`src/design/crpw_pkg.sv`:
```
package crpw_pkg;

	// Largest rectangle side; larger requested sizes saturate to this.
	localparam int MaxDim = 4096;

	// Field widths fixed by the interface.
	localparam int CoordW  = 12;
	localparam int DimW    = 13;
	localparam int OffsetW = 24;
	localparam int PixelW  = 32;
	localparam int CfgIdxW = 2;

	// Configuration register reset values.
	localparam logic [DimW-1:0] FrameWidthRst  = DimW'(1024);
	localparam logic [DimW-1:0] FrameHeightRst = DimW'(768);
	localparam logic [DimW-1:0] RowStrideRst   = DimW'(1024);

	// Command codes of an input transaction.
	typedef enum logic [1:0] {
		CMD_FILL = 2'd0,
		CMD_BLIT = 2'd1,
		CMD_STEP = 2'd2
	} cmd_t;

	// Configuration register indexes.
	typedef enum logic [CfgIdxW-1:0] {
		REG_FRAME_WIDTH  = 2'd0,
		REG_FRAME_HEIGHT = 2'd1,
		REG_ROW_STRIDE   = 2'd2,
		REG_DISP_ENABLE  = 2'd3
	} reg_idx_t;

	// Current configuration as seen by the datapath.
	typedef struct packed {
		logic [DimW-1:0] frame_width;
		logic [DimW-1:0] frame_height;
		logic [DimW-1:0] row_stride;
		logic            display_enable;
	} cfg_t;

	// One pixel write result.
	typedef struct packed {
		logic               write_enable;
		logic [OffsetW-1:0] word_offset;
		logic [PixelW-1:0]  write_data;
		logic               done_res;
	} result_t;

endpackage

```
`src/design/crpw_cfg_regs.sv`:
```
module crpw_cfg_regs (
	input  logic                           clk,
	input  logic                           arst_n,
	input  logic                           cfg_valid,
	output logic                           cfg_ready,
	input  logic [crpw_pkg::CfgIdxW-1:0]   cfg_index,
	input  logic [crpw_pkg::DimW-1:0]      cfg_data,
	output crpw_pkg::cfg_t                 cfg
);

	crpw_pkg::cfg_t cfg_q;

	// Register writes are always taken.
	assign cfg_ready = 1'b1;

	// Register file update.
	always_ff @(posedge clk or negedge arst_n) begin
		if (!arst_n) begin
			cfg_q.frame_width    <= crpw_pkg::FrameWidthRst;
			cfg_q.frame_height   <= crpw_pkg::FrameHeightRst;
			cfg_q.row_stride     <= crpw_pkg::RowStrideRst;
			cfg_q.display_enable <= 1'b0;
		end else if (cfg_valid && cfg_ready) begin
			case (cfg_index)
				crpw_pkg::REG_FRAME_WIDTH:  cfg_q.frame_width    <= cfg_data;
				crpw_pkg::REG_FRAME_HEIGHT: cfg_q.frame_height   <= cfg_data;
				crpw_pkg::REG_ROW_STRIDE:   cfg_q.row_stride     <= cfg_data;
				crpw_pkg::REG_DISP_ENABLE:  cfg_q.display_enable <= cfg_data[0];
				default: ;
			endcase
		end
	end

	assign cfg = cfg_q;

endmodule

```
`src/design/crpw_walker.sv`:
```
module crpw_walker (
	input  logic                          clk,
	input  logic                          arst_n,
	input  logic                          accept,
	input  logic [1:0]                    cmd,
	input  logic [crpw_pkg::CoordW-1:0]   origin_x,
	input  logic [crpw_pkg::CoordW-1:0]   origin_y,
	input  logic [crpw_pkg::DimW-1:0]     rect_width,
	input  logic [crpw_pkg::DimW-1:0]     rect_height,
	input  logic [crpw_pkg::PixelW-1:0]   pixel_value,
	input  crpw_pkg::cfg_t                cfg,
	output logic                          res_valid,
	output crpw_pkg::result_t             res
);

	localparam int DimW = crpw_pkg::DimW;
	localparam logic [DimW:0] MaxDimW = (DimW+1)'(crpw_pkg::MaxDim);

	logic                         busy_q;
	logic                         blit_mode_q;
	logic [crpw_pkg::CoordW-1:0]  start_x_q;
	logic [DimW-1:0]              size_w_q;
	logic [DimW-1:0]              size_h_q;
	logic [DimW-1:0]              cur_row_q;
	logic [DimW-1:0]              cur_col_q;
	logic [DimW-1:0]              abs_y_q;
	logic [crpw_pkg::PixelW-1:0]  fill_colour_q;

	logic [DimW-1:0]              w_clamped;
	logic [DimW-1:0]              h_clamped;
	logic [DimW-1:0]              col_next;
	logic [DimW-1:0]              row_next;
	logic [DimW-1:0]              pos_x;
	logic                         row_end;
	logic                         last_pos;
	logic                         we;
	logic [2*DimW-1:0]            product;
	logic [crpw_pkg::PixelW-1:0]  data;
	logic                         is_start;
	logic                         is_step;

	// Saturate requested sizes to the largest supported side.
	assign w_clamped = ({1'b0, rect_width} > MaxDimW) ? DimW'(MaxDimW) : rect_width;
	assign h_clamped = ({1'b0, rect_height} > MaxDimW) ? DimW'(MaxDimW) : rect_height;

	assign is_start = (cmd == crpw_pkg::CMD_FILL) || (cmd == crpw_pkg::CMD_BLIT);
	assign is_step  = (cmd == crpw_pkg::CMD_STEP) && busy_q;

	// Position of the current step and end-of-row / end-of-rectangle tests.
	assign col_next = cur_col_q + DimW'(1);
	assign row_next = cur_row_q + DimW'(1);
	assign pos_x    = DimW'({1'b0, start_x_q}) + cur_col_q;
	assign row_end  = (col_next == size_w_q);
	assign last_pos = row_end && (row_next == size_h_q);

	// Clip against the frame and form the word offset.
	assign we = cfg.display_enable && (pos_x < cfg.frame_width) && (abs_y_q < cfg.frame_height);
	assign product = (2*DimW)'(abs_y_q) * (2*DimW)'(cfg.row_stride);
	assign data = blit_mode_q ? pixel_value : fill_colour_q;

	always_comb begin
		res_valid        = accept && is_step;
		res.write_enable = we;
		res.word_offset  = we ? (product[crpw_pkg::OffsetW-1:0]
			+ crpw_pkg::OffsetW'(pos_x)) : '0;
		res.write_data   = we ? data : '0;
		res.done_res     = last_pos;
	end

	// Rectangle state: loaded by a start, advanced by each step.
	always_ff @(posedge clk or negedge arst_n) begin
		if (!arst_n) begin
			busy_q        <= 1'b0;
			blit_mode_q   <= 1'b0;
			start_x_q     <= '0;
			size_w_q      <= '0;
			size_h_q      <= '0;
			cur_row_q     <= '0;
			cur_col_q     <= '0;
			abs_y_q       <= '0;
			fill_colour_q <= '0;
		end else if (accept) begin
			if (is_start) begin
				blit_mode_q <= (cmd == crpw_pkg::CMD_BLIT);
				start_x_q   <= origin_x;
				abs_y_q     <= DimW'(origin_y);
				size_w_q    <= w_clamped;
				size_h_q    <= h_clamped;
				cur_row_q   <= '0;
				cur_col_q   <= '0;
				busy_q      <= (w_clamped != '0) && (h_clamped != '0);
				if (cmd == crpw_pkg::CMD_FILL) begin
					fill_colour_q <= pixel_value;
				end
			end else if (is_step) begin
				if (last_pos) begin
					busy_q    <= 1'b0;
					cur_col_q <= '0;
					cur_row_q <= '0;
				end else if (row_end) begin
					cur_col_q <= '0;
					cur_row_q <= row_next;
					abs_y_q   <= abs_y_q + DimW'(1);
				end else begin
					cur_col_q <= col_next;
				end
			end
		end
	end

endmodule

```
`src/design/crpw_out_buf.sv`:
```
module crpw_out_buf (
	input  logic               clk,
	input  logic               arst_n,
	input  logic               push,
	input  crpw_pkg::result_t  push_data,
	output logic               full,
	output logic               out_valid,
	input  logic               out_stall,
	output crpw_pkg::result_t  out_data
);

	logic              out_valid_q;
	logic              skid_valid_q;
	crpw_pkg::result_t out_data_q;
	crpw_pkg::result_t skid_data_q;
	logic              pop;

	assign pop = out_valid_q && !out_stall;

	// Two-entry output buffer; the skid entry absorbs one transaction
	// while the receiver stalls.
	always_ff @(posedge clk or negedge arst_n) begin
		if (!arst_n) begin
			out_valid_q  <= 1'b0;
			skid_valid_q <= 1'b0;
		end else if (!out_valid_q || pop) begin
			out_valid_q  <= skid_valid_q || push;
			skid_valid_q <= skid_valid_q && push;
		end else if (push) begin
			skid_valid_q <= 1'b1;
		end
	end

	// Payload moves without reset.
	always_ff @(posedge clk) begin
		if (!out_valid_q || pop) begin
			if (skid_valid_q) begin
				out_data_q <= skid_data_q;
				if (push) begin
					skid_data_q <= push_data;
				end
			end else if (push) begin
				out_data_q <= push_data;
			end
		end else if (push) begin
			skid_data_q <= push_data;
		end
	end

	assign full      = skid_valid_q;
	assign out_valid = out_valid_q;
	assign out_data  = out_data_q;

endmodule

```
`src/design/clipped_rect_pixel_writer.sv`:
```
// Clipped rectangle pixel writer.
// Input channel (in_valid / in_stall): a start fill or start blit command
// latches the rectangle and produces no output; each step command visits
// the next position in row-major order and produces one output transaction.
// Output channel (out_valid / out_stall): write_enable, word_offset,
// write_data and done_res for one position; clipped positions come out with
// write_enable low and zero offset and data, and done_res marks the last one.
// Configuration channel (cfg_valid / cfg_ready, cfg_index, cfg_data): frame
// width, frame height, row stride and display enable; cfg_ready is always
// high and writes belong in idle periods.
// One transaction is accepted every cycle while in_stall is low; steps with
// no active rectangle are ignored. The per-step path is one 13x13 multiply
// and add between the rectangle state and the output register. A two-entry
// output buffer lets the input run on while the receiver stalls; in_stall
// rises only when both entries are occupied. Reset clears the engine to
// idle, empties the buffer and restores the registers to 1024 x 768,
// stride 1024, display disabled.
module clipped_rect_pixel_writer (
	input  logic                          clk,
	input  logic                          arst_n,
	input  logic                          in_valid,
	output logic                          in_stall,
	input  logic [1:0]                    cmd,
	input  logic [crpw_pkg::CoordW-1:0]   origin_x,
	input  logic [crpw_pkg::CoordW-1:0]   origin_y,
	input  logic [crpw_pkg::DimW-1:0]     rect_width,
	input  logic [crpw_pkg::DimW-1:0]     rect_height,
	input  logic [crpw_pkg::PixelW-1:0]   pixel_value,
	output logic                          out_valid,
	input  logic                          out_stall,
	output logic                          write_enable,
	output logic [crpw_pkg::OffsetW-1:0]  word_offset,
	output logic [crpw_pkg::PixelW-1:0]   write_data,
	output logic                          done_res,
	input  logic                          cfg_valid,
	output logic                          cfg_ready,
	input  logic [crpw_pkg::CfgIdxW-1:0]  cfg_index,
	input  logic [crpw_pkg::DimW-1:0]     cfg_data
);

	crpw_pkg::cfg_t    cfg;
	crpw_pkg::result_t res;
	crpw_pkg::result_t out_data;
	logic              res_valid;
	logic              accept;

	assign accept = in_valid && !in_stall;

	// Configuration registers.
	crpw_cfg_regs u_cfg (
		.clk       (clk),
		.arst_n    (arst_n),
		.cfg_valid (cfg_valid),
		.cfg_ready (cfg_ready),
		.cfg_index (cfg_index),
		.cfg_data  (cfg_data),
		.cfg       (cfg)
	);

	// Rectangle walker and per-position result.
	crpw_walker u_walker (
		.clk         (clk),
		.arst_n      (arst_n),
		.accept      (accept),
		.cmd         (cmd),
		.origin_x    (origin_x),
		.origin_y    (origin_y),
		.rect_width  (rect_width),
		.rect_height (rect_height),
		.pixel_value (pixel_value),
		.cfg         (cfg),
		.res_valid   (res_valid),
		.res         (res)
	);

	// Output register with skid entry.
	crpw_out_buf u_out (
		.clk       (clk),
		.arst_n    (arst_n),
		.push      (res_valid),
		.push_data (res),
		.full      (in_stall),
		.out_valid (out_valid),
		.out_stall (out_stall),
		.out_data  (out_data)
	);

	assign write_enable = out_data.write_enable;
	assign word_offset  = out_data.word_offset;
	assign write_data   = out_data.write_data;
	assign done_res     = out_data.done_res;

endmodule

```
`config.mk`:
```
export PLATFORM = sky130hd
export DESIGN_NAME = clipped_rect_pixel_writer
export DESIGN_NICKNAME = d
export VERILOG_FILES = /design/src/design/crpw_pkg.sv /design/src/design/crpw_cfg_regs.sv /design/src/design/crpw_walker.sv /design/src/design/crpw_out_buf.sv /design/src/design/clipped_rect_pixel_writer.sv
export SDC_FILE = /design/constraint.sdc
export NUM_CORES = 1
export LEC_CHECK = 0
export BUFFER_PORTS_ARGS = -buffer_cell sky130_fd_sc_hd__buf_4
export CORE_MARGIN = 2
export CORE_UTILIZATION = 28
export DETAILED_ROUTE_END_ITERATION = 8
export PLACE_DENSITY = 0.43
export SLEW_MARGIN = 40
export SYNTH_ARGS = -nofsm -noshare
export SYNTH_HDL_FRONTEND = slang
export SYNTH_SLANG_ARGS = --single-unit
export TNS_END_PERCENT = 5
```
`constraint.sdc`:
```
create_clock -name clk -period 9.6 [get_ports clk]
set_input_delay 0.96 -clock clk [delete_from_list [all_inputs] [get_ports clk]]
set_output_delay 0.96 -clock clk [all_outputs]
set_load 0.02 [all_outputs]
```
* Yosys cells after proc, flatten, opt, wreduce, memory -nomap -nowiden
Cells that the tools add are included.
** Storage, ports and cells
- Register bits :: 269
- Bits of input ports :: 104
- Output and inout bits :: 61
- Word-level logic and storage cells :: 105
** Cells by class
- $add $sub $neg :: 5
- $mul :: 1
- Order comparisons :: 4
- Eq/ne operators :: 9
- Multiplexer cells :: 27
- Reduce and logical (&&, ||, !) cells :: 36
** Operators with widths (count)
- 2-to-1 mux 58 bit :: 5
- 2-to-1 mux 13 bit :: 14
- 2-to-1 mux 32 bit :: 2
- adder 13 x 1 -> 13 bit (second input constant) :: 3
- equality test 13 bit :: 2
- > comparator 13 bit (second input constant) :: 2
- < comparator 13 bit :: 2
- nonzero test 13 bit :: 2
- adder 24 x 13 -> 24 bit :: 1
- multiplier 13 x 13 -> 24 bit :: 1
- 2-to-1 mux 24 bit :: 1
- AND reduction 2 bit :: 7
- adder 12 x 13 -> 13 bit :: 1
- nonzero test 2 bit :: 5
- logical AND 1 bit :: 9
- AND reduction 3 bit :: 3
- equality test 2 bit (second input constant) :: 3
- 2-to-1 mux 1 bit :: 5
- equality test 2 x 1 -> 1 bit (second input constant) :: 2
- zero test 2 bit :: 2
- AND reduction 4 bit :: 1
- zero test 1 bit :: 3
- logical OR 1 bit :: 3
- nonzero test 3 bit :: 1
- other kinds (2) :: 2

* Logic depth before layout (Yosys ltp)
Gate-level depths: netlist of run 1.
- Word-level depth :: 8
- Gate-level depth with buffers :: 22
- Depth with buffers taken out :: 20

* Hierarchy
Synthesis of run 1 repeated with hierarchy kept, for this count alone.
** Unflattened totals
- Cell total of the unflattened synthesis :: 1734
- Area total of the unflattened synthesis :: 19203.4 um2
** By module, submodules not included
- crpw_walker :: instances 1, cells each 1455, area each 13138.9 um2, seq. area each 2777.7 um2
- crpw_out_buf :: instances 1, cells each 189, area each 4521.8 um2, seq. area each 3533.4 um2
- crpw_cfg_regs :: instances 1, cells each 89, area each 1529.0 um2, seq. area each 1006.0 um2
- clipped_rect_pixel_writer :: instances 1, cells each 1, area each 13.8 um2, seq. area each 0.0 um2

* Worst setup path after synthesis of run 1
No wires, ideal clock.
- Path kind :: reg2reg
- From :: reg u_walker.abs_y_q[7]
- To :: reg u_out.out_data_q, in the netlist u_out.out_data[44] (data pin)
- Setup time :: 0.260 ns
- Data arrival time :: 5.530 ns
- Required time :: 9.340 ns
- Setup slack :: 3.810 ns
- Cell stages (with the launch flop) :: 22
- Buffers on the path :: 1
- Period minus slack after synthesis :: 5.790 ns
- Cells stage by stage :: dfrtp_1 clkbuf_1 and2_1 fa_1 inv_1 fa_1 inv_1 fa_1 inv_1 fa_1 inv_1 fa_1 fa_1 ha_1 nand2_1 nand2_1 o41ai_1 o21ba_2 o21bai_1 xor2_1 and2_1 mux2_2
** RTL lines
- start: declaration :: RTL line crpw_walker.sv:26 : logic [DimW-1:0] abs_y_q;
- start signal: assignment :: RTL line crpw_walker.sv:86 : abs_y_q <= DimW'(origin_y);
- start signal: assignment :: RTL line crpw_walker.sv:103 : abs_y_q <= abs_y_q + DimW'(1);
- end signal: assignment :: RTL line crpw_out_buf.sv:38 : out_data_q <= skid_data_q;
- end signal: assignment :: RTL line crpw_out_buf.sv:43 : out_data_q <= push_data;
- end: declaration :: RTL line crpw_out_buf.sv:14 : crpw_pkg::result_t out_data_q;

* Worst setup path after layout of run 1
- From :: reg u_walker.abs_y_q[9]
- To :: reg u_out.out_data_q, in the netlist u_out.out_data[55] (data pin)
** On the way
- Longest elaborated chain between the ends :: 5
- Elaborated cells on any way between the ends :: 7
- Those cells by class :: add/sub: 1; mul: 1; order compare: 1; mux: 3; reduce/logical: 1
** RTL lines
- multiplier 13 x 13 -> 24 bit or < comparator 13 bit (tied branches) :: RTL line crpw_walker.sv:58, crpw_walker.sv:57
- adder 24 x 13 -> 24 bit or logical AND 1 bit (tied branches) :: RTL line crpw_walker.sv:65, crpw_walker.sv:57
- 2-to-1 mux 24 bit (*) :: RTL line crpw_walker.sv:64 : res.word_offset = we ? (product[crpw_pkg::OffsetW-1:0]
- 2-to-1 mux 58 bit (*) :: RTL line crpw_out_buf.sv:42 : end else if (push) begin
- 2-to-1 mux 58 bit (*) :: RTL line crpw_out_buf.sv:37 : if (skid_valid_q) begin
Mark *: on every way between the ends. The rest lies on a longest branch, timed or not. The select of a mux whose other input is x is not followed.
A chain may end at the register's enable or synchronous reset.

==> summary.md, run 1 <==
| Metric | Value |
|---|---|
| Result of the run | `complete, no violations` |
| Fin area | `22200 um2` |
| Clock buffer depth | `3` |
| Critical R2R Launch | `u_walker.abs_y_q[9]$_DFFE_PN0P_` |
| Root cell of the clock tree | `sky130_fd_sc_hd__clkbuf_16` |
| Final-layout fill cell count | `6733` |
| Endpoint type of the worst setup path | `flop` |
| Post-CTS setup buffer count | `0` |
| List of most frequent post-synthesis cells | `249 x sky130_fd_sc_hd__nand2_1, 160 x sky130_fd_sc_hd__inv_1, 149 x sky130_fd_sc_hd__dfrtp_1` |
| Tightest hold margin | `0.319 ns` |
| Total Nets Final | `2272` |
| Post-route DRC | `0` |
| Type of the most critical hold path | `primary input to async pin` |
| Routed Antenna Nets | `0` |
| Core area | `66100 um2` |
| Gpl congestion | `0.830` |
| Max_slew headroom | `42.8%` |
| Required time at the worst-slack endpoint | `9.87 ns` |
| Post-synth cell types | `76` |
| Part of the Yosys area used for sequential elements | `39.0%` |
| Vias in the first global route | `14100` |
| Proportion of synthesized flip-flops having asynchronous set or reset | `56.9%` |
| Startpoint-to-endpoint class of the critical path | `flop to flop` |
| Row cnt | `94` |
| Area of the mapped netlist | `18800 um2` |
| Chip Height | `263 um` |
| Die W | `263 um` |
| Biggest area consumer among synthesized cells | `sky130_fd_sc_hd__dfrtp_1` |
| Worst-path maximum fanout | `18` |
| Hold_buf cts | `0` |
| Warnings from Yosys | `0` |
| Most instantiated library cell after synthesis | `sky130_fd_sc_hd__nand2_1` |
| Starting density of the core | `28.4%` |
| Final HPWL DP | `38200 um` |
| Setup repair after global routing missed its margin | `false` |
| Share of the clock period used by the worst path after layout | `68.2%` |
| Global routing usage summed across all routing layers | `14.9%` |
| Post-place instance area | `20900 um2` |
| Pin slew with the least headroom to its limit | `0.856 ns` |
| Fraction of synthesized cell area taken by the top area cell type | `19.8%` |
| Area enclosed by the die boundary | `69200 um2` |
| Synthesized netlist net count | `2147` |
| Num ports | `165` |
| Worst reg2reg setup slack | `3.05 ns` |
| Sinks on Clock Net | `269` |
| Detailed router's first-iteration violation count | `707` |
| Total number of vias | `13500` |
| Sum of overflow across all layers after global routing | `0` |
| Fraction of the core area covered by cells at the end of the flow | `33.6%` |
| Average via count per standard cell | `4.80` |
| Number of setup violations in the final report | `0` |
| Cells after Synth | `1795` |
| Final Critical Period | `6.55 ns` |
| Worst-skew pair later-pin latency | `0.56 ns` |
| Relative area change from synthesis to final layout | `18.1%` |
| Max_cap viols | `0` |
| Number of synthesized flops with an enable pin | `116` |
| # port buffers | `163` |
| Leading cell types by total area after synthesis | `sky130_fd_sc_hd__dfrtp_1 20%, sky130_fd_sc_hd__edfxtp_1 19%, sky130_fd_sc_hd__fa_1 14%, sky130_fd_sc_hd__ha_1 7.9%, sky130_fd_sc_hd__nand2_1 5.0%` |
| Worst setup skew after layout | `0.0271 ns` |
| Antenna violations before repair | `1` |
| Post-synthesis area per instance | `10.5 um2` |
| Number of register bits inferred by synthesis | `269` |
| Number of gates resized after cts | `0` |
| Routed len/inst | `18.1 um` |
| Final Max Slew Viols | `0` |
| Total Negative Setup Slacks | `0 ns` |
| Number of CTS-inserted buffers | `35` |
| Cells on worst reg2reg path | `18` |
| Nature of the critical path startpoint | `flop` |
| TritonCTS clock tree | `yes` |
| Post-synth top flop | `sky130_fd_sc_hd__dfrtp_1` |
| Maximum number of pins on one net before global-route repair | `64` |
| Share of post-route cells with drive strength above 1 | `17.0%` |
| Detailed-route wire length | `50900 um` |
| Final Hold Fails | `0` |
| Worst-path clk slew | `0.06 ns` |
| Worst endpoint data arrival time | `6.81 ns` |
| Max Freq | `0.153 GHz` |
| CTS H-Tree Depth | `2` |
| First-pass GRT wire length | `82100 um` |
| DR pass1 iterations | `5` |
| Endpoint of the worst register-to-register path | `u_out.out_data[55]$_DFFE_PP_` |
-- metal layers --
| layer | vias up | wire, um | global-route usage (%) |
|---|---|---|---|
| met1 | 6741 | 25100 | 21.2 |
| li1 | 6406 | - | - |
| met5 | - | 0 | 0 |
| met4 | 0 | 1050 | 3.83 |
| met3 | 61 | 2110 | 2.50 |
| met2 | 266 | 22700 | 23.5 |
-- cell families (layout without fill, tap and decap cells) --
kind of cell / after synthesis / in the layout / share of synthesized area (%)
multiplexers: 102 / 102 / 5.88
flip-flops: 269 / 269 / 39.0
AND/OR/NAND/NOR: 578 / 578 / 14.7
XOR/XNOR: 77 / 77 / 3.66
adder cells (fa/ha/maj): 248 / 248 / 21.7
other: 1 / 2 / 0.0200
AO/OA/AOI/OAI: 267 / 267 / 9.89
buffers and inverters: 253 / 403 / 5.18
-- registers in the layout (all words and copies together) (netlist names) --
signal                  count
u_walker.size_h_q          13
u_walker.start_x_q         12
u_out.skid_data_q          58
u_walker.abs_y_q           13
u_walker.size_w_q          13
u_walker.cur_row_q         13
u_walker.fill_colour_q     32
u_out.full                  1
u_walker.cur_col_q         13
u_out.out_valid             1
u_walker.blit_mode_q        1
u_out.out_data             58
u_cfg.cfg                  40
u_walker.busy_q             1
-- worst max-delay path by stage --
stage,startpoint,to,slack [ns]
floorplan,u_walker.abs_y_q[7]$_DFFE_PN0P_,u_out.out_data[44]$_DFFE_PP_,3.81
global placement,u_walker.abs_y_q[7]$_DFFE_PN0P_,u_out.out_data[54]$_DFFE_PP_,3.26
detailed placement,u_walker.abs_y_q[9]$_DFFE_PN0P_,u_out.out_data[55]$_DFFE_PP_,3.11
CTS,u_walker.abs_y_q[9]$_DFFE_PN0P_,u_out.out_data[55]$_DFFE_PP_,3.09
global route,u_walker.abs_y_q[6]$_DFFE_PN0P_,u_out.out_data[55]$_DFFE_PP_,2.72
finish,u_walker.abs_y_q[9]$_DFFE_PN0P_,u_out.out_data[55]$_DFFE_PP_,3.05
-- cells in the final DEF (no fill, tap or decap), drive strengths merged, types with 49 or more instances in the layout --
cell type / n
clkbuf: 50
mux2: 67
buf: 180
fa: 130
nor2: 94
dfrtp: 149
o21ai: 56
ha: 118
xnor2: 51
edfxtp: 116
o31ai: 49
and2: 94
nand2: 249
inv: 162
-- worst max-delay path, cell delays in order, from the launching register on --
cell and delay [ns]:
sky130_fd_sc_hd__dfrtp_1 0.65, sky130_fd_sc_hd__and2_1 0.30, sky130_fd_sc_hd__fa_1 0.54, sky130_fd_sc_hd__inv_1 0.05
sky130_fd_sc_hd__fa_1 0.48, sky130_fd_sc_hd__inv_1 0.05, sky130_fd_sc_hd__fa_1 0.50, sky130_fd_sc_hd__fa_1 0.57
sky130_fd_sc_hd__fa_1 0.43, sky130_fd_sc_hd__fa_1 0.45, sky130_fd_sc_hd__ha_1 0.34, sky130_fd_sc_hd__inv_1 0.13
sky130_fd_sc_hd__o21bai_1 0.12, sky130_fd_sc_hd__a2111oi_0 0.69, sky130_fd_sc_hd__nor4_1 0.21, sky130_fd_sc_hd__o31ai_1 0.32
sky130_fd_sc_hd__a21oi_1 0.12, sky130_fd_sc_hd__xnor2_1 0.22, sky130_fd_sc_hd__o31ai_1 0.09
-- layout make-up --
cell class	instances	area [um2]	area share, %
timing repair buffer	180	1410	6.34
tap	864	1080	4.87
inverter	161	604	2.72
sequential	269	7320	33.0
clock buffer	50	1040	4.71
clock inverter	12	179	0.806
antenna	1	2.50	0.0113
multi-input combinational	1273	10500	47.5
-- through the flow --
step / setup WS [ns] / instances
2_1_floorplan: 3.81 / 1795
6_report: 3.05 / 2810
5_1_grt: 2.72 / 2809
3_5_place_dp: 3.11 / 2746
3_3_place_gp: 3.26 / 2743
4_1_cts: 3.09 / 2808
Power of run 1 is not shown: default switching activity piles up to over one toggle a cycle in this logic, so the estimate is an artifact.
==> run 2, diff against run 1 <==
==> constraint.sdc (replaced) <==
create_clock -name clk -period 6.3 [get_ports clk]
set_input_delay 0.63 -clock clk [delete_from_list [all_inputs] [get_ports clk]]
set_output_delay 0.63 -clock clk [all_outputs]
set_load 0.02 [all_outputs]
==> run 2 against run 1 <==
Effect of this change: non-clock buffer count increased by 36; wire length is 2.7% higher; global-route usage up 0.31 points; via count barely moved; critical endpoint unchanged.
==> summary.md, run 2 (same netlist as run 1, synthesis figures left out) <==
| Metric | Value |
|---|---|
| # port buffers | `163 (unchanged)` |
| Final Critical Period | `6.10 ns (-0.446 ns)` |
| Area enclosed by the die boundary | `69200 um2 (unchanged)` |
| Worst-path maximum fanout | `13 (-5)` |
| Routed Antenna Nets | `0 (unchanged)` |
| Type of the most critical hold path | `primary input to flop` |
| Relative area change from synthesis to final layout | `19.5%` |
| Vias in the first global route | `14000 (-0.84%)` |
| Share of post-route cells with drive strength above 1 | `18.6% (+1.6 points)` |
| Gpl congestion | `0.837 (+0.84%)` |
| Worst-path clk slew | `0.06 ns (about the same)` |
| Area taken by flip-flops and latches | `7320 um2 (about the same)` |
| Die W | `263 um (unchanged)` |
| Final HPWL DP | `39800 um (+4.4%)` |
| Max Freq | `0.164 GHz (+7.3%)` |
| Routed len/inst | `18.4 um (+1.4%)` |
| Number of setup violations in the final report | `0 (unchanged)` |
| Cells on worst reg2reg path | `19 (+1)` |
| First-pass GRT wire length | `82900 um (+0.98%)` |
| Clock buffer depth | `3 (unchanged)` |
| Startpoint-to-endpoint class of the critical path | `flop to flop` |
| Worst Setup EP | `u_out.out_data[55]$_DFFE_PP_` |
| Worst setup skew after layout | `0.0303 ns (+0.00327 ns)` |
| Detailed-route wire length | `52300 um (+2.7%)` |
| Total number of vias | `13500 (+0.015%)` |
| Most frequent standard cell in the layout excluding fill and tap cells | `sky130_fd_sc_hd__nand2_1` |
| Critical R2R Launch | `u_walker.abs_y_q[7]$_DFFE_PN0P_` |
| Maximum number of pins on one net before global-route repair | `81 (+27%)` |
| Worst-skew pair later-pin latency | `0.56 ns (about the same)` |
| Detailed router's first-iteration violation count | `697 (-1.4%)` |
| Endpoint type of the worst setup path | `flop` |
| Final-layout fill cell count | `6739 (+0.089%)` |
| Starting density of the core | `28.4% (unchanged)` |
| Total Nets Final | `2308 (+1.6%)` |
| Global routing usage summed across all routing layers | `15.2% (+0.31 points)` |
| DR pass1 iterations | `5 (unchanged)` |
| Worst reg2reg setup slack | `0.20 ns (-2.85 ns)` |
| Share of the clock period used by the worst path after layout | `96.8% (+29 points)` |
| Final Max Slew Viols | `0 (unchanged)` |
| Average via count per standard cell | `4.74 (-1.3%)` |
| Max_cap viols | `0 (unchanged)` |
| Nature of the critical path startpoint | `flop` |
| Antenna violations before repair | `1 (unchanged)` |
| Result of the run | `complete, no violations` |
| Beginning of the critical path | `u_walker.abs_y_q[7]$_DFFE_PN0P_` |
| Num ports | `165 (unchanged)` |
| Post-route DRC | `0 (unchanged)` |
| Max_slew headroom | `39.9% (-2.9 points)` |
| Endpoint of the worst register-to-register path | `u_out.out_data[55]$_DFFE_PP_` |
| Number of CTS-inserted buffers | `35 (unchanged)` |
| Root cell of the clock tree | `sky130_fd_sc_hd__clkbuf_16` |
| Pin slew with the least headroom to its limit | `0.896 ns (+0.0400 ns)` |
| Chip Height | `263 um (unchanged)` |
| CTS H-Tree Depth | `2 (unchanged)` |
| Worst endpoint data arrival time | `6.37 ns (-0.44 ns)` |
| Sum of overflow across all layers after global routing | `0 (unchanged)` |
| Sinks on Clock Net | `269 (unchanged)` |
| TritonCTS clock tree | `yes` |
| Commonest cells after routing, fill and taps aside | `249 x sky130_fd_sc_hd__nand2_1, 208 x sky130_fd_sc_hd__buf_4, 160 x sky130_fd_sc_hd__inv_1` |
| Row cnt | `94 (unchanged)` |
| Total Negative Setup Slacks | `0 ns (unchanged)` |
| Final Hold Fails | `0 (unchanged)` |
| Core area | `66100 um2 (unchanged)` |
| Total area of multi-input combinational cells | `10600 um2 (+0.15%)` |
| Required time at the worst-slack endpoint | `6.57 ns (-3.30 ns)` |
| Worst hold path startpoint | `origin_x[3]` |
| Setup repair after global routing missed its margin | `true` |
[run 2: stage by stage]
step	setup WS, ns	utilization (%)	instances	hold WS (ns)	area, um2
finish	0.201	34.0	2846	0.266	22400
global route	-0.0950	33.9	2845	0.260	22400
CTS	0.125	33.9	2842	0.235	22400
detailed placement	0.168	32.1	2779	0.478	21200
global placement	0.296	31.9	2776	0.476	21100
floorplan	0.510	-	1795	0.334	18800
[run 2: worst min path at each step]
stage / to / cells after the start
6_report: u_walker.start_x_q[3]$_DFFE_PN0P_ / 3
3_5_place_dp: u_walker.start_x_q[0]$_DFFE_PN0P_ / 2
3_3_place_gp: u_walker.start_x_q[0]$_DFFE_PN0P_ / 2
2_1_floorplan: u_cfg.cfg[0]$_DFFE_PN0P_ / 0
5_1_grt: u_walker.start_x_q[3]$_DFFE_PN0P_ / 3
4_1_cts: u_walker.start_x_q[3]$_DFFE_PN0P_ / 3
[run 2: cell type report]
| type | instances | share of cell area (%) |
|---|---|---|
| multi-input cells | 1273 | 47.1 |
| diodes | 1 | 0.0112 |
| well taps | 864 | 4.82 |
| clock inverters | 14 | 0.892 |
| flip-flops and latches | 269 | 32.6 |
| inverters | 161 | 2.69 |
| repair buffers | 216 | 7.54 |
| clock buffers | 48 | 4.35 |
[run 2: metal layers]
metal / up-vias / wire length [um] / track usage (%)
met5: - / 0 / 0
met4: 0 / 1160 / 3.72
met3: 67 / 1820 / 2.50
met2: 249 / 23600 / 24.2
met1: 6679 / 25700 / 21.6
li1: 6481 / - / -
[run 2: repair_timing]
item | in CTS | in global routing
resized for setup | 0 | 5
hold buffers | 1 | 0
setup endpoints to repair | 0 | 8
setup buffers | 0 | 2
hold endpoints to repair | 27 | 0
[run 2: worst max-delay path, cell delays in order (launching register included)]
cell                        delay (ns)
sky130_fd_sc_hd__dfrtp_1          0.41
sky130_fd_sc_hd__buf_4            0.21
sky130_fd_sc_hd__and2_1           0.16
sky130_fd_sc_hd__fa_1             0.47
sky130_fd_sc_hd__inv_1            0.05
sky130_fd_sc_hd__fa_1             0.47
sky130_fd_sc_hd__inv_1            0.05
sky130_fd_sc_hd__fa_1             0.50
sky130_fd_sc_hd__fa_1             0.58
sky130_fd_sc_hd__fa_1             0.44
sky130_fd_sc_hd__fa_1             0.44
sky130_fd_sc_hd__ha_1             0.34
sky130_fd_sc_hd__inv_1            0.10
sky130_fd_sc_hd__o21bai_1         0.32
sky130_fd_sc_hd__a2111oi_2        0.13
sky130_fd_sc_hd__nor4_1           0.54
sky130_fd_sc_hd__o31ai_1          0.15
sky130_fd_sc_hd__a21oi_1          0.19
sky130_fd_sc_hd__xnor2_1          0.16
sky130_fd_sc_hd__o31ai_1          0.08
Power of run 2 is left out for the same reason.
==> run 3, diff against run 2 <==
--- a/config.mk
+++ b/config.mk
@@ -10,6 +10,7 @@
 export CORE_UTILIZATION = 28
 export DETAILED_ROUTE_END_ITERATION = 8
 export PLACE_DENSITY = 0.43
+export RECOVER_POWER = 25
 export SLEW_MARGIN = 40
 export SYNTH_ARGS = -nofsm -noshare
 export SYNTH_HDL_FRONTEND = slang
==> run 3 against run 2 <==
Effect of this change: clock skew up 0.0020 ns; the flow now finishes with violations (max-capacitance violations, max-slew violations); critical path depth did not move; cell area is 0.17% lower; utilization down 0.057 points.
==> summary.md, run 3 (same netlist as run 1, synthesis figures left out) <==
| Metric | Value |
|---|---|
| Result of the run | `finished, violations left` |
| Violated checks | `max-capacitance violations, max-slew violations` |
| Setup repair after global routing missed its margin | `true` |
| First-pass GRT wire length | `82900 um (unchanged)` |
| Routed len/inst | `18.4 um (+0.20%)` |
| Final-layout fill cell count | `6743 (+0.059%)` |
| Pre-CTS setup slack | `0.168 ns (unchanged)` |
| Max_cap viols | `2 (+2)` |
| Final HPWL DP | `39800 um (unchanged)` |
| Routed Antenna Nets | `0 (unchanged)` |
| Cell with the biggest individual delay on the critical path | `sky130_fd_sc_hd__fa_1` |
| Row cnt | `94 (unchanged)` |
| Commonest cells after routing, fill and taps aside | `249 x sky130_fd_sc_hd__nand2_1, 204 x sky130_fd_sc_hd__buf_4, 160 x sky130_fd_sc_hd__inv_1` |
| Average via count per standard cell | `4.73 (-0.19%)` |
| Sum of overflow across all layers after global routing | `0 (unchanged)` |
| Chip Height | `263 um (unchanged)` |
| Root cell of the clock tree | `sky130_fd_sc_hd__clkbuf_16` |
| Hold Crit Depth | `3 (unchanged)` |
| Number of CTS-inserted buffers | `35 (unchanged)` |
| Final WS setup | `0.198 ns (-0.00316 ns)` |
| Worst endpoint data arrival time | `6.37 ns (about the same)` |
| Worst setup skew after layout | `0.0323 ns (+0.00201 ns)` |
| TritonCTS clock tree | `yes` |
| Top cell by count, worst path | `sky130_fd_sc_hd__fa_1` |
| Antenna violations before repair | `1 (unchanged)` |
| Area taken by flip-flops and latches | `7320 um2 (unchanged)` |
| DR pass1 iterations | `5 (unchanged)` |
| Beginning of the critical path | `u_walker.abs_y_q[7]$_DFFE_PN0P_` |
| Max_slew headroom | `-72.4% (-110 points)` |
| Kind of cell adding the most delay to the critical path | `adder cells` |
| Cells on worst reg2reg path | `19 (unchanged)` |
| Maximum number of pins on one net before global-route repair | `81 (unchanged)` |
| Final Hold Fails | `0 (unchanged)` |
| Total area of multi-input combinational cells | `10600 um2 (about the same)` |
| Critical R2R Launch | `u_walker.abs_y_q[7]$_DFFE_PN0P_` |
| Global routing usage summed across all routing layers | `15.2% (unchanged)` |
| Number of setup violations in the final report | `0 (unchanged)` |
| Worst-path clk slew | `0.06 ns (about the same)` |
| Endpoint type of the worst setup path | `flop` |
| Total number of vias | `13500 (-0.19%)` |
| Worst hold path startpoint | `origin_x[3]` |
| Nature of the critical path startpoint | `flop` |
| Detailed router's first-iteration violation count | `655 (-6.0%)` |
| Endpoint of the worst register-to-register path | `u_out.out_data[55]$_DFFE_PP_` |
| Starting density of the core | `28.4% (unchanged)` |
| Die W | `263 um (unchanged)` |
| Worst-path maximum fanout | `13 (unchanged)` |
| Share of post-route cells with drive strength above 1 | `18.2% (-0.40 points)` |
| Cell chain of the critical path | `buf_4, and2_1, fa_1, inv_1, fa_1, inv_1, fa_1, fa_1, fa_1, fa_1, ha_1, inv_1, o21bai_1, a2111oi_2, nor4_1, o31ai_1, a21oi_1, xnor2_1, o31ai_1` |
| CTS H-Tree Depth | `2 (unchanged)` |
| Most frequent standard cell in the layout excluding fill and tap cells | `sky130_fd_sc_hd__nand2_1` |
| Type of the most critical hold path | `primary input to flop` |
| Worst-skew pair later-pin latency | `0.56 ns (about the same)` |
| Total Nets Final | `2308 (unchanged)` |
| Fin area | `22400 um2 (-0.17%)` |
| Vias in the first global route | `14000 (unchanged)` |
| Worst hold path endpoint | `u_walker.start_x_q[3]$_DFFE_PN0P_` |
| Final Max Slew Viols | `103 (+103)` |
| Combined buffer and inverter count along the critical path | `4 (unchanged)` |
| Sinks on Clock Net | `269 (unchanged)` |
| Clock buffer depth | `3 (unchanged)` |
| Share of the clock period used by the worst path after layout | `96.9% (about the same)` |
| Num ports | `165 (unchanged)` |
| Post-place instance area | `21200 um2 (unchanged)` |
| Startpoint-to-endpoint class of the critical path | `flop to flop` |
| Post-route DRC | `0 (unchanged)` |
| Gpl congestion | `0.837 (unchanged)` |
| Biggest cell delay along the critical path | `0.58 ns (about the same)` |
| Max Freq | `0.164 GHz (about the same)` |
| Core area | `66100 um2 (unchanged)` |
| Relative area change from synthesis to final layout | `19.3%` |
| # port buffers | `163 (unchanged)` |
| Worst reg2reg setup slack | `0.20 ns (about the same)` |
| Area enclosed by the die boundary | `69200 um2 (unchanged)` |
| Pin slew with the least headroom to its limit | `2.59 ns (+1.69 ns)` |
| Required time at the worst-slack endpoint | `6.57 ns (about the same)` |
| Detailed-route wire length | `52400 um (+0.20%)` |
| Final Critical Period | `6.10 ns (+0.00316 ns)` |
## run 3: cell count changes in the layout (fill, tap and decap cells not counted)
cell                            delta
sky130_fd_sc_hd__clkbuf_1          +6
sky130_fd_sc_hd__dlygate4sd2_1     +1
sky130_fd_sc_hd__buf_6             -3
sky130_fd_sc_hd__nor3b_2           -1
sky130_fd_sc_hd__nor3b_1           +1
sky130_fd_sc_hd__buf_4             -4
## run 3: area by class of cell
type / instances / share of cell area, %
flip-flops and latches: 269 / 32.7
repair buffers: 216 / 7.41
multi-input cells: 1273 / 47.1
inverters: 161 / 2.70
clock inverters: 14 / 0.894
well taps: 864 / 4.83
clock buffers: 48 / 4.36
diodes: 1 / 0.0112
## run 3: worst reg2reg max path: stages, from the launching register on
cell and delay, ns:
sky130_fd_sc_hd__dfrtp_1 0.41, sky130_fd_sc_hd__buf_4 0.21, sky130_fd_sc_hd__and2_1 0.17, sky130_fd_sc_hd__fa_1 0.47
sky130_fd_sc_hd__inv_1 0.05, sky130_fd_sc_hd__fa_1 0.47, sky130_fd_sc_hd__inv_1 0.05, sky130_fd_sc_hd__fa_1 0.50
sky130_fd_sc_hd__fa_1 0.58, sky130_fd_sc_hd__fa_1 0.44, sky130_fd_sc_hd__fa_1 0.44, sky130_fd_sc_hd__ha_1 0.34
sky130_fd_sc_hd__inv_1 0.10, sky130_fd_sc_hd__o21bai_1 0.32, sky130_fd_sc_hd__a2111oi_2 0.13, sky130_fd_sc_hd__nor4_1 0.54
sky130_fd_sc_hd__o31ai_1 0.15, sky130_fd_sc_hd__a21oi_1 0.19, sky130_fd_sc_hd__xnor2_1 0.16, sky130_fd_sc_hd__o31ai_1 0.08
## run 3: how the worst max path moves through the flow
| stage | endpoint | slack, ns | cells past startpoint |
|---|---|---|---|
| final | u_out.out_data[55]$_DFFE_PP_ | 0.20 | 19 |
| after global routing | u_out.out_data[55]$_DFFE_PP_ | -0.1 | 19 |
| after CTS | u_out.out_data[55]$_DFFE_PP_ | 0.12 | 19 |
| after detailed placement | u_out.out_data[55]$_DFFE_PP_ | 0.17 | 19 |
| after global placement | u_out.out_data[55]$_DFFE_PP_ | 0.30 | 20 |
| after floorplan | u_out.out_data[44]$_DFFE_PP_ | 0.51 | 21 |
## run 3: routing by layer
| metal | GRT usage [%] | vias to the layer above | wire (um) |
|---|---|---|---|
| met5 | 0 | - | 0 |
| met4 | 3.72 | 0 | 1160 |
| met3 | 2.50 | 67 | 1760 |
| met2 | 24.2 | 241 | 23600 |
| met1 | 21.6 | 6666 | 25900 |
| li1 | - | 6476 | - |
## run 3: what timing repair did
item,in CTS,in global routing
hold buffers,1,0
buffers inserted,0,2
endpoints found under the hold margin,27,0
setup endpoints to repair,0,8
resized for setup,0,5
## run 3: per-stage QoR
stage               util [%]  hold slack (ns)  setup TNS [ns]  cells
finish                  33.9            0.265               0   2846
global route            33.9            0.260          -0.211   2845
CTS                     33.9            0.235               0   2842
detailed placement      32.1            0.478               0   2779
global placement        31.9            0.476               0   2776
floorplan                  -            0.334               0   1795
Power of run 3 is left out for the same reason.
